<file path="src/hdl/ppsf_pkg.sv">
// shared command codes and controller command type for the ping-pong sample fifo
package ppsf_pkg;

    typedef enum logic [2:0] {
        CMD_PUSH    = 3'd0,
        CMD_QUERY   = 3'd1,
        CMD_READ    = 3'd2,
        CMD_DISCARD = 3'd3,
        CMD_CLEAR   = 3'd4
    } cmd_t;

    localparam int CMD_W     = 3;
    localparam int SAMPLE_W  = 32;
    localparam int OFFSET_W  = 8;
    localparam int DISCARD_W = 16;

    typedef struct packed {
        logic take;     // input transaction accepted this cycle
        logic load_rd;  // ram read data is present, capture it
    } ctrl_t;

endpackage

</file>
<file path="src/hdl/ppsf_ctrl.sv">
// controller state machine: accept, wait for ram read, present result
module ppsf_ctrl (
    input  logic           clk,
    input  logic           rst_n,
    input  logic           in_valid,
    output logic           in_ready,
    output logic           out_valid,
    input  logic           out_ready,
    output ppsf_pkg::ctrl_t ctl
);
    import ppsf_pkg::*;

    typedef enum logic [1:0] {
        ST_IDLE,
        ST_LOAD,
        ST_SEND
    } state_t;

    state_t state_reg;
    logic   in_ready_reg;
    logic   out_valid_reg;

    always_ff @(posedge clk or negedge rst_n)
    begin
        if (!rst_n)
        begin
            state_reg     <= ST_IDLE;
            in_ready_reg  <= 1'b0;
            out_valid_reg <= 1'b0;
        end
        else
        begin
            unique case (state_reg)
                ST_IDLE:
                begin
                    if (in_valid && in_ready_reg)
                    begin
                        in_ready_reg <= 1'b0;
                        state_reg    <= ST_LOAD;
                    end
                    else
                    begin
                        in_ready_reg <= 1'b1;
                    end
                end
                ST_LOAD:
                begin
                    out_valid_reg <= 1'b1;
                    state_reg     <= ST_SEND;
                end
                ST_SEND:
                begin
                    if (out_ready)
                    begin
                        out_valid_reg <= 1'b0;
                        in_ready_reg  <= 1'b1;
                        state_reg     <= ST_IDLE;
                    end
                end
                default:
                begin
                    state_reg <= ST_IDLE;
                end
            endcase
        end
    end

    assign in_ready    = in_ready_reg;
    assign out_valid   = out_valid_reg;
    assign ctl.take    = in_valid && in_ready_reg;
    assign ctl.load_rd = (state_reg == ST_LOAD);
endmodule

</file>
<file path="config.mk">
export PLATFORM = sky130hd
export DESIGN_NAME = ppsf_ctrl
export DESIGN_NICKNAME = d
export VERILOG_FILES = /design/src/hdl/ppsf_pkg.sv /design/src/hdl/ppsf_ctrl.sv
export SDC_FILE = /design/constraint.sdc
export NUM_CORES = 1
export LEC_CHECK = 0
export BUFFER_PORTS_ARGS = -buffer_cell sky130_fd_sc_hd__buf_2
export CAP_MARGIN = 20
export CORE_AREA = 2 2 39 41
export DETAILED_ROUTE_END_ITERATION = 12
export DIE_AREA = 0 0 41 43
export PLACE_DENSITY_LB_ADDON = 0.05
export SETUP_SLACK_MARGIN = 0.05
export SYNTH_ARGS = -nofsm -noshare
export SYNTH_HDL_FRONTEND = slang
export SYNTH_SLANG_ARGS = --single-unit
export TNS_END_PERCENT = 5
</file>
<file path="constraint.sdc">
create_clock -name clk -period 0.85 [get_ports clk]
set_input_delay 0.1275 -clock clk [delete_from_list [all_inputs] [get_ports clk]]
set_output_delay 0.1275 -clock clk [all_outputs]
set_load 0.005 [all_outputs]
</file>
==> impl_results.md <==
- FF+latch count, synth: 4
- WL met1: 184 um
- Area contributors post-synth: dfrtp_1 58%, a21oi_1 5.8%, nor3_2 5.8%
- GPL Wtd Cong: 0.584
- Max-cap viol count: 0
- Mux cell area share after synthesis: 0
- Post-DR vias/cell: 3.69
- Final ANT Viol Nets: 0
- Number of global-route vias before repair: 187
- Syn_nets: 21
- Pin count of the biggest net entering global routing: 5
- Overall routed net length: 461 um
- Failing checks: negative setup slack
- Worst VDD drop: 999 uV
- Avg Cell Area, Syn: 10.2 um2
- CP Data Required Time: 0.72 ns
- Dominant cell type by area after synthesis: dfrtp_1
- Biggest cell delay along the critical path: 0.40 ns
- Period utilization: 1.17
- Yosys cell types: 11
- Initial Utilization: 0.126
- DR vias: 181
- Die X: 41 um
- Final Setup Violations: 6
- Final Hold Fails: 0
- Area after DPL: 229 um2
- Clock Sinks: 4
- Slew at the pin closest to its max-slew limit: 0.145 ns
- Max H-tree Level: 1
- Placed insts: 40
- Post-synthesis xor/xnor area fraction: 0
- Synth Area in Adders: 0
- Met2 routed wirelength: 230 um
- Cell count after synthesis: 17
- Critical Path, Cell by Cell: nor2_2 > buf_2
- Later-pin clock latency in the skew report: 0.24 ns
- Die Footprint: 1760 um2
- Largest family of logic cells by synthesized area: simple AND/OR/NAND/NOR gates
- Chip height: 43 um
- Max Used Layer: met4
- Crit end category: primary output
- Ys Warns: 0
- Post-Synth Simple-Gate Area: 0.209
- Per-cell routed wire length: 9.41 um
- Drt initial violations: 10
- CTS Root Cell: clkbuf_4
- Critical Path Fanout Max: 2
- Core area: 1380 um2
- Cell Pwr Density: 3470 nW/um2
- Final instance area: 309 um2
- Top achievable clock speed: 1010 MHz
- Hpwl dp: 334 um
- Hold crit path type: in -> reg
- Sequential cell area fraction in the yosys report: 0.576
- Antenna diodes: 0
- Tot GR Track Use: 0.0775
- Setup WS post-layout: -0.141 ns
- Worst Setup Start Kind: register
- CP Buf/Inv Count: 1
- Total iterations of the first detailed-routing run: 3
- Worst slew margin: 0.903
- Total CTS buffers: 3
- Leakage: 0.150 nW
- CTS Buffer Depth: 2
- Initial antenna violation count: 0
- Reg clk slew, reported paths: 0.04 ns
- Share of cells above drive strength 1: 0.697
- Status: complete, but fails checks
- Port bufs: 7
- Final min period: 0.991 ns
- Power, Total: 1.07 mW
- Largest register FFs: 2
- Pins Over Slew Limit: 0
- First-pass GRT wire length: 759 um
- IO Pins: 8
- Yosys top cell area share: 0.576
- Synthesized area: 174 um2
- Post-synthesis compound-gate area fraction: 0.151
- Slowest-stage cell, CP: dfrtp_2
- Nets: 39
- Row count: 14
- RSZ-0062 raised after global routing: yes
- CP arrival: 0.86 ns
- Crit path max-delay family: flip-flops
- DRC viols: 0
- Skew final: 0.00320 ns
- CTS tree: built
- Fin cells: 49
- Met3 routed WL: 30 um
- Layout area overhead: 77.7%
- GRT overflow: 0
- # fillers: 162
- CP Class: reg -> out
## power by group
| group | total (mW) | internal (mW) | switching [mW] | leakage, nW |
|---|---|---|---|---|
| Clock | 0.236 | 0.158 | 0.0781 | 0.0138 |
| Sequential | 0.352 | 0.284 | 0.0672 | 0.0470 |
| Combinational | 0.485 | 0.259 | 0.225 | 0.0893 |
| Total | 1.07 | 0.702 | 0.371 | 0.150 |
## worst register-to-register path: cells and delay by family, from the launching register on
family,cells,cell delay [ns]
AO/OA/AOI/OAI,1,0.09
AND/OR/NAND/NOR,1,0.05
flip-flops,1,0.39
buffers and inverters,2,0.26
## cell usage after synthesis
cell      instances
nand2_1           2
o21bai_1          1
inv_2             1
nor2_2            1
a21oi_1           2
a21oi_2           1
nor2_1            1
nand2b_2          1
nor3_2            1
dfrtp_1           4
inv_1             2
## logic make-up (layout without fill, tap and decap cells)
family,Yosys count,count (layout)
compound gates,4,4
buf+inv,3,19
flops,4,4
simple gates,6,6
## placed cells by master, fill, tap and decap left out
cell	instances
dfrtp_2	1
a21oi_1	2
a21oi_2	1
nand2_2	1
nand2_1	1
buf_2	7
nor2_2	1
inv_2	2
clkbuf_4	3
inv_1	1
nand2b_2	1
o21bai_1	1
nor3_4	1
dfrtp_1	3
dlygate4sd3_1	1
nor2_1	1
buf_4	5
## area by class of cell
type / count / area (um2) / area share
flip-flops and latches: 4 / 101 / 0.328
clock buffers: 3 / 22.5 / 0.0729
multi-input cells: 10 / 71.3 / 0.231
inverters: 3 / 11.3 / 0.0364
repair buffers: 13 / 82.6 / 0.267
well taps: 16 / 20.0 / 0.0648
## worst paths after layout
check                      slack (ns)  depth (start not counted)    startpoint      endpoint
max                             -0.14                          2  state_reg[1]        ctl[0]
min                              0.20                          3     out_ready  state_reg[1]
max reg2reg                     -0.07                          4      in_ready      in_ready
min reg2reg                      0.55                          2     out_valid     out_valid
max in group asynchronous        0.49                          2         rst_n  state_reg[1]
min in group asynchronous        0.23                          2         rst_n     out_valid
## metal layers
| layer | up-vias | track usage |
|---|---|---|
| met5 | - | 0 |
| li1 | 87 | - |
| met1 | 83 | 0.0744 |
| met2 | 8 | 0.0938 |
| met4 | 0 | 0.100 |
| met3 | 3 | 0.0471 |
## stage by stage
step	setup TNS (ns)	setup slack [ns]	util	hold slack [ns]
3_5_place_dp	0	0.00497	0.165	-0.0592
6_report	-0.418	-0.141	0.223	0.204
2_1_floorplan	0	0.0741	-	-0.168
3_3_place_gp	-0.00552	-0.00552	0.165	-0.0555
5_1_grt	-0.691	-0.194	0.223	0.207
4_1_cts	-0.498	-0.153	0.213	0.149
## repair_timing
action                     4_1_cts  5_1_grt
pin swaps                        1        1
hold endpoints to repair         4        0
hold buffers                     1        0
resized for setup                2        2
setup endpoints to repair        7        8
buffers inserted                 4        1
Note: power is estimated with default switching activity, not from simulation.
